$ cat src/rtl/ife_pkg.sv
`timescale 1ns / 1ps
// ----------------------------------------------------------------------------
// ife_pkg
// Shared types and constants for the sensor frame field extractor.
// ----------------------------------------------------------------------------
package ife_pkg;

  localparam logic [7:0] SYNC_BYTE  = 8'hFA;
  localparam logic [7:0] BUSID_BYTE = 8'hFF;
  localparam logic [7:0] MSGID_BYTE = 8'h36;
  localparam logic [7:0] LEN_ANGLES = 8'h2D;
  localparam logic [7:0] LEN_QUAT   = 8'h31;

  localparam int BYTE_W  = 8;
  localparam int WORD_W  = 32;
  localparam int QIDX_W  = 4;
  localparam int POS_W   = 6;
  localparam int PART_W  = 24;
  localparam int OUT_TDATA_W = 40;

  localparam logic [POS_W-1:0] TAG_BYTES = 6'd3;

  localparam logic [POS_W-1:0] O_END_ANG   = 6'd15;
  localparam logic [POS_W-1:0] O_END_QUAT  = 6'd19;
  localparam logic [POS_W-1:0] A_START_ANG = 6'd18;
  localparam logic [POS_W-1:0] A_START_QT  = 6'd22;
  localparam logic [POS_W-1:0] A_END_ANG   = 6'd30;
  localparam logic [POS_W-1:0] A_END_QUAT  = 6'd34;
  localparam logic [POS_W-1:0] G_START_ANG = 6'd33;
  localparam logic [POS_W-1:0] G_START_QT  = 6'd37;
  localparam logic [POS_W-1:0] LEN_ANG_POS = 6'd45;
  localparam logic [POS_W-1:0] LEN_QT_POS  = 6'd49;

  localparam logic [QIDX_W-1:0] NQ_ANG  = 4'd3;
  localparam logic [QIDX_W-1:0] NQ_QUAT = 4'd4;
  localparam logic [QIDX_W-1:0] ACC_GYRO_GAP = 4'd3;

  typedef enum logic [2:0] {
    ST_HUNT0 = 3'd0,
    ST_HUNT1 = 3'd1,
    ST_HUNT2 = 3'd2,
    ST_HUNT3 = 3'd3,
    ST_DATA  = 3'd4
  } ife_stage_t;

  typedef struct packed {
    logic                    valid;
    logic [WORD_W-1:0]       sample_word;
    logic [QIDX_W-1:0]       quantity_index;
    logic                    last_of_frame;
  } ife_result_t;

endpackage

$ cat src/rtl/ife_parse.sv
`timescale 1ns / 1ps
// ----------------------------------------------------------------------------
// ife_parse
// Header hunt, payload position tracking and big-endian word assembly.
// ----------------------------------------------------------------------------
module ife_parse (
  input  logic                          clk,
  input  logic                          rst_n,
  input  logic                          step_en,
  input  logic [ife_pkg::BYTE_W-1:0]    rx_byte,
  input  logic                          frame_format,
  output ife_pkg::ife_result_t          res
);
  import ife_pkg::*;

  ife_stage_t          stage_r, stage_nxt;
  logic [POS_W-1:0]    pos_r, pos_nxt;
  logic [PART_W-1:0]   part_r, part_nxt;

  logic [POS_W-1:0]    o_end, a_start, a_end, g_start, len, start, rel, pos_inc;
  logic [QIDX_W-1:0]   nq, base;
  logic [BYTE_W-1:0]   exp_byte;
  logic                is_data;

  always_ff @(posedge clk) begin
    if (!rst_n) begin
      stage_r <= ST_HUNT0;
      pos_r   <= '0;
      part_r  <= '0;
    end else if (step_en) begin
      stage_r <= stage_nxt;
      pos_r   <= pos_nxt;
      part_r  <= part_nxt;
    end
  end

  always_comb begin
    nq      = frame_format ? NQ_QUAT : NQ_ANG;
    o_end   = frame_format ? O_END_QUAT : O_END_ANG;
    a_start = frame_format ? A_START_QT : A_START_ANG;
    a_end   = frame_format ? A_END_QUAT : A_END_ANG;
    g_start = frame_format ? G_START_QT : G_START_ANG;
    len     = frame_format ? LEN_QT_POS : LEN_ANG_POS;
    pos_inc = pos_r + 6'd1;

    is_data = 1'b0;
    start   = '0;
    base    = '0;
    if (pos_r >= TAG_BYTES && pos_r < o_end) begin
      is_data = 1'b1;
      start   = TAG_BYTES;
      base    = '0;
    end else if (pos_r >= a_start && pos_r < a_end) begin
      is_data = 1'b1;
      start   = a_start;
      base    = nq;
    end else if (pos_r >= g_start) begin
      is_data = 1'b1;
      start   = g_start;
      base    = nq + ACC_GYRO_GAP;
    end
    rel = pos_r - start;

    case (stage_r)
      ST_HUNT1: exp_byte = BUSID_BYTE;
      ST_HUNT2: exp_byte = MSGID_BYTE;
      ST_HUNT3: exp_byte = frame_format ? LEN_QUAT : LEN_ANGLES;
      default:  exp_byte = SYNC_BYTE;
    endcase

    stage_nxt              = stage_r;
    pos_nxt                = pos_r;
    part_nxt               = part_r;
    res.valid              = 1'b0;
    res.sample_word        = {part_r, rx_byte};
    res.quantity_index     = base + rel[POS_W-1:2];
    res.last_of_frame      = (pos_inc == len);

    case (stage_r)
      ST_DATA: begin
        if (pos_r >= len) begin
          stage_nxt = ST_HUNT0;
          pos_nxt   = '0;
        end else begin
          if (pos_inc >= len) begin
            stage_nxt = ST_HUNT0;
            pos_nxt   = '0;
          end else begin
            pos_nxt = pos_inc;
          end
          if (is_data) begin
            case (rel[1:0])
              2'd0:    part_nxt = {16'd0, rx_byte};
              2'd3: begin
                part_nxt  = '0;
                res.valid = 1'b1;
              end
              default: part_nxt = {part_r[PART_W-BYTE_W-1:0], rx_byte};
            endcase
          end
        end
      end
      default: begin
        if (rx_byte == exp_byte) begin
          case (stage_r)
            ST_HUNT1: stage_nxt = ST_HUNT2;
            ST_HUNT2: stage_nxt = ST_HUNT3;
            ST_HUNT3: begin
              stage_nxt = ST_DATA;
              pos_nxt   = '0;
              part_nxt  = '0;
            end
            default:  stage_nxt = ST_HUNT1;
          endcase
        end else begin
          stage_nxt = (rx_byte == SYNC_BYTE) ? ST_HUNT1 : ST_HUNT0;
        end
      end
    endcase
  end

endmodule

$ cat src/rtl/imu_frame_field_extractor.sv
`timescale 1ns / 1ps
// ----------------------------------------------------------------------------
// imu_frame_field_extractor
// Parses the sensor's serial byte stream and emits the frame's data words.
// ----------------------------------------------------------------------------
// Each item on the in_ stream is one received byte. The block hunts for the
// header FA FF 36 LEN, skips the tag in front of each group and sends every
// assembled 32-bit word on the out_ stream with its quantity index; tlast
// marks the gyro z word that closes a frame. Header and tag bytes give no
// item. The cfg_ channel sets the frame format (0 angles, 1 quaternion) and
// is always ready; write it only while the block is idle.
// A byte passes an input register and then the parser, whose result lands
// in the output register, from which the word is offered on the out_
// stream. One byte is taken in every cycle while the receiver keeps up.
// When out_tready is low the output register holds its word, the input
// register fills and in_tready drops until the result is taken.
// Reset clears the hunt, the register (angle format) and both stages.
// ----------------------------------------------------------------------------
module imu_frame_field_extractor (
  input  logic                               clk,
  input  logic                               rst_n,
  input  logic                               in_tvalid,
  output logic                               in_tready,
  input  logic [ife_pkg::BYTE_W-1:0]         in_tdata,   // [7:0] rx_byte
  output logic                               out_tvalid,
  input  logic                               out_tready,
  output logic [ife_pkg::OUT_TDATA_W-1:0]    out_tdata,  // [31:0] sample_word,
                                                         // [35:32] quantity_index
  output logic                               out_tlast,  // last_of_frame
  input  logic                               cfg_valid,
  output logic                               cfg_ready,
  input  logic                               cfg_data
);
  import ife_pkg::*;

  logic                 in_vld_r;
  logic [BYTE_W-1:0]    in_byte_r;
  logic                 fmt_r;
  logic                 out_vld_r;
  logic [WORD_W-1:0]    out_word_r;
  logic [QIDX_W-1:0]    out_qidx_r;
  logic                 out_last_r;
  logic                 step;
  ife_result_t          res;

  assign step      = in_vld_r && (!out_vld_r || out_tready);
  assign in_tready = !in_vld_r || step;
  assign cfg_ready = 1'b1;

  always_ff @(posedge clk) begin
    if (!rst_n) begin
      in_vld_r  <= 1'b0;
      out_vld_r <= 1'b0;
      fmt_r     <= 1'b0;
    end else begin
      if (cfg_valid) begin
        fmt_r <= cfg_data;
      end
      if (in_tready) begin
        in_vld_r <= in_tvalid;
      end
      if (step) begin
        out_vld_r <= res.valid;
      end else if (out_tready) begin
        out_vld_r <= 1'b0;
      end
    end
  end

  always_ff @(posedge clk) begin
    if (in_tready && in_tvalid) begin
      in_byte_r <= in_tdata;
    end
    if (step && res.valid) begin
      out_word_r <= res.sample_word;
      out_qidx_r <= res.quantity_index;
      out_last_r <= res.last_of_frame;
    end
  end

  ife_parse u_parse (
    .clk          (clk),
    .rst_n        (rst_n),
    .step_en      (step),
    .rx_byte      (in_byte_r),
    .frame_format (fmt_r),
    .res          (res)
  );

  assign out_tvalid = out_vld_r;
  assign out_tdata  = {{(OUT_TDATA_W - WORD_W - QIDX_W){1'b0}}, out_qidx_r, out_word_r};
  assign out_tlast  = out_last_r;

endmodule

$ cat config.mk
export PLATFORM = sky130hd
export DESIGN_NAME = imu_frame_field_extractor
export DESIGN_NICKNAME = d
export VERILOG_FILES = /design/src/rtl/ife_pkg.sv /design/src/rtl/ife_parse.sv /design/src/rtl/imu_frame_field_extractor.sv
export SDC_FILE = /design/constraint.sdc
export NUM_CORES = 1
export LEC_CHECK = 0
export ABC_CLOCK_PERIOD_IN_PS = 5500
export BUFFER_PORTS_ARGS = -buffer_cell sky130_fd_sc_hd__buf_2
export CELL_PAD_IN_SITES_DETAIL_PLACEMENT = 1
export CELL_PAD_IN_SITES_GLOBAL_PLACEMENT = 1
export CORE_MARGIN = 2
export CORE_UTILIZATION = 45
export DETAILED_ROUTE_END_ITERATION = 12
export GPL_TIMING_DRIVEN = 0
export PLACE_DENSITY_LB_ADDON = 0.12
export SYNTH_ARGS = -nofsm -noshare
export SYNTH_HDL_FRONTEND = slang
export SYNTH_SLANG_ARGS = --single-unit
$ cat constraint.sdc
create_clock -name clk -period 5.5 [get_ports clk]
set_clock_uncertainty 0.05 [all_clocks]
set_input_delay 0.275 -clock clk [delete_from_list [all_inputs] [get_ports clk]]
set_output_delay 0.275 -clock clk [all_outputs]
set_load 0.02 [all_outputs]
==> flow_summary.ini <==
[pwr]
power.density_cell_area_nw_per_um2 = 253
net_switching_fraction_of_the_power_pct = 23.4
total_switching_power_w = 0.000275
clock_power_share_pct = 41.4
share_seq_of_total_power_pct = 55.2
ir_drop_uv = 161
p_int_w = 0.000902
leakage_nw = 1.92
power.combinational.fraction_pct = 3.3

[sta]
final.setup.tns_ns = 0
setup_viol = 0
relSlewSlack_pct = 36.8
maxClockFrequency_ghz = 0.210
timing_max_transition_violations_final = 0
max_slew.worst_pin.slew_ns = 0.947
rsz_0062_raised_after_global_routing = false
finalHoldViolations = 0
finalWorstPathRequiredPeriod_ns = 4.76
fin_crit_sh_pct = 86.6
layout_setup_ws_ns = 0.735

[setup_path]
end_kind = flip-flop
crit_required_ns = 5.73
path_max_fanout = 11
path_cells = inv_1, ha_1, inv_1, a2111oi_0, o21ai_2, nand3_1, nand2_1, ha_1, inv_1, fa_1, ha_1, and2_1, clkbuf_1, clkbuf_1, nand3_1, mux2i_1
start_kind = flip-flop
cp_slowest_cell = sky130_fd_sc_hd__dfxtp_1
timing.critical_path.slowest_cell_delay_ns = 0.64
critPathKind = flip-flop to flip-flop
cp.arrival_ns = 4.99

[placement]
numPortBuffers = 52
place_ws_ns = 0.732
place_hpwl_mm = 6.65
place_congestion = 0.813

[yosys]
synth_edf_count = 45
syn_area_sq_um = 4010
synth.area.top_cells = sky130_fd_sc_hd__edfxtp_1, sky130_fd_sc_hd__dfxtp_1, sky130_fd_sc_hd__ha_1
synthAdderAreaFrac_pct = 7.86
synth.mux.area_fraction_pct = 6.73
synth.lib_cells_used.distinct = 60
synth-seq-cells = 81
synth.top_cell.area_share_pct = 33.7
synth_top_area_cell = sky130_fd_sc_hd__edfxtp_1
synth-warning-count = 0
synth_top_family_by_area = simple AND/OR/NAND/NOR gates
post_synth_xor_area_fraction_pct = 2.09
synthesis.area_per_instance_sq_um = 11.0
syn_inst = 364
synthSimpleGateAreaFrac_pct = 17.7
synth_compound_area_share_pct = 8.67
synth_flop_cell = sky130_fd_sc_hd__edfxtp_1
asyncSetResetFlopFracSynth_pct = 0
synth_seq_area_share_pct = 51.6

[layout]
antenna-diode-count = 0
layout_common_cells = sky130_fd_sc_hd__nand2_1, sky130_fd_sc_hd__buf_2, sky130_fd_sc_hd__edfxtp_1, sky130_fd_sc_hd__dfxtp_1, sky130_fd_sc_hd__nand3_1
most_common_cell_after_layout_fill_and_taps_aside = sky130_fd_sc_hd__nand2_1
share_of_post_route_cells_with_drive_strength_above_1_pct = 21.1
nFillCells = 993
final_nets = 468
synthToLayoutAreaGrowth_pct = 15.8

[grt]
pin_count_of_the_biggest_net_entering_global_routing = 39
globalRouteOverflowTotal = 0
via_count_of_the_first_global_routing_pass = 3124
grt_antenna_before_repair = 0
globalRouteTotalUtil_pct = 19.8
grt_pass1_wl_mm = 15.4

[floorplan]
placeableCoreArea_sq_um = 8680
dieHeight_um = 98.4
start_util_pct = 46.3
total_number_of_placement_rows = 34
dieArea_sq_um = 9690
floorplan.die.width_um = 98.4
design.portCount = 58

[route]
first_pass_iteration_count_of_the_detailed_router = 4
wl_per_cell_um = 16.6
count_of_routing_violations_after_the_opening_detailed_route_iteration = 145
drt-vias-per-instance = 5.42
totalWireLength_mm = 9.04
detail-route-antenna-nets = 0
dr_total_vias = 2943
drc_errors = 0

[cts]
cts_buffer_depth = 2
worst_path_clk_slew_ns = 0.09
cts-buffers-inserted = 9
clock_sink_count = 81
clk-insertion-delay-late_ns = 0.36
cts_tree = yes
clock-root-buffer = sky130_fd_sc_hd__clkbuf_8
cts_resized = 0
cts_setup_buffers = 0
h-tree-depth = 3
hold_buffers = 0

[hold_path]
worstHoldPathType = input pin to flip-flop

[flow_run]
drv_cap = 0

[run_status]
run_status = complete, no violations
## cells in the mapped netlist (2+ instances only)
| library cell | n |
|---|---|
| sky130_fd_sc_hd__a2111oi_0 | 3 |
| sky130_fd_sc_hd__a211oi_1 | 3 |
| sky130_fd_sc_hd__a21o_1 | 5 |
| sky130_fd_sc_hd__a21oi_1 | 10 |
| sky130_fd_sc_hd__a221oi_1 | 2 |
| sky130_fd_sc_hd__and2_1 | 4 |
| sky130_fd_sc_hd__and3_1 | 2 |
| sky130_fd_sc_hd__buf_12 | 2 |
| sky130_fd_sc_hd__buf_2 | 3 |
| sky130_fd_sc_hd__buf_4 | 5 |
| sky130_fd_sc_hd__buf_6 | 2 |
| sky130_fd_sc_hd__clkbuf_1 | 9 |
| sky130_fd_sc_hd__conb_1 | 2 |
| sky130_fd_sc_hd__dfxtp_1 | 36 |
| sky130_fd_sc_hd__edfxtp_1 | 45 |
| sky130_fd_sc_hd__fa_1 | 2 |
| sky130_fd_sc_hd__ha_1 | 22 |
| sky130_fd_sc_hd__inv_1 | 13 |
| sky130_fd_sc_hd__mux2i_1 | 27 |
| sky130_fd_sc_hd__nand2_1 | 57 |
| sky130_fd_sc_hd__nand2b_1 | 8 |
| sky130_fd_sc_hd__nand3_1 | 34 |
| sky130_fd_sc_hd__nand3b_1 | 5 |
| sky130_fd_sc_hd__nand4b_1 | 3 |
| sky130_fd_sc_hd__nor2_1 | 6 |
| sky130_fd_sc_hd__nor2b_1 | 4 |
| sky130_fd_sc_hd__nor3_1 | 3 |
| sky130_fd_sc_hd__o21a_1 | 2 |
| sky130_fd_sc_hd__o21ai_0 | 5 |
| sky130_fd_sc_hd__o21ai_1 | 4 |
| sky130_fd_sc_hd__o22ai_1 | 2 |
| sky130_fd_sc_hd__xnor2_1 | 5 |
| sky130_fd_sc_hd__xor2_1 | 2 |
## stage by stage
step,instances,power (W),util [%],area (sq um),hold WS (ns)
after floorplan,367,0.000688,-,4030,0.324
after global placement,527,0.000702,50.9,4420,0.368
after detailed placement,527,0.000704,51.0,4420,0.372
after CTS,543,0.00119,53.5,4650,0.0311
after global routing,543,0.00122,53.5,4650,0.0225
final,543,0.00118,53.5,4650,0.0412
## kinds of logic (layout without fill, tap and decap cells)
family | Yosys count | in the layout
simple gates | 138 | 138
flops | 81 | 81
compound gates | 48 | 48
buf+inv | 36 | 104
mux | 27 | 27
fa+ha+maj | 24 | 24
xor+xnor | 8 | 8
other cells | 2 | 5
## final cells by class
type / instances / area, sq um / share of cell area (%)
repair buffers: 52 / 260 / 5.60
inverters: 13 / 48.8 / 1.05
clock inverters: 6 / 76.3 / 1.64
well taps: 108 / 135 / 2.91
clock buffers: 10 / 149 / 3.20
flip-flops and latches: 81 / 2070 / 44.6
plain buffers: 23 / 158 / 3.39
multi-input cells: 250 / 1750 / 37.6
## state kept, by name, indices dropped and copies added (netlist names)
name,cells
fmt_r,1
out_word_r,32
out_qidx_r,4
out_tlast,1
in_vld_r,1
u_parse.pos_r,6
u_parse.part_r,24
u_parse.stage_r,3
in_byte_r,8
out_tvalid,1
## critical path: cells and delay by family (launching register included)
family                     cells  cell delay, ns
and+or+nand+nor                4            0.56
AOI/OAI and AO/OA              2            0.74
DFF                            1            0.64
muxes                          1            0.16
adders and majority gates      4            1.38
buffers and inverters          5            1.16
## worst paths after layout
check | endpoint | slack, ns | cells after the start | startpoint
worst min-delay path | in_byte_r[1] | 0.04 | 1 | in_tdata[1]
worst max register to register | u_parse.part_r[19] | 0.74 | 16 | fmt_r
worst max-delay path | u_parse.part_r[19] | 0.74 | 16 | fmt_r
worst min register to register | out_word_r[24] | 0.39 | 0 | u_parse.part_r[16]
## power groups by stage
stage	logic, W	clock network (W)	registers, W
2_1_floorplan	0.0000272	0	0.000660
3_3_place_gp	0.0000376	0	0.000664
3_5_place_dp	0.0000392	0	0.000664
4_1_cts	0.0000393	0.000500	0.000651
5_1_grt	0.0000436	0.000523	0.000652
6_report	0.0000391	0.000488	0.000650
## metal layers
layer,vias up,share of wire (%),track usage [%]
met2,63,49,33.3
met3,17,3.8,3.33
met4,0,1.6,6.32
met5,-,0,0
met1,1426,46,26.2
li1,1437,-,-
Note: power is estimated with default switching activity, not from simulation.
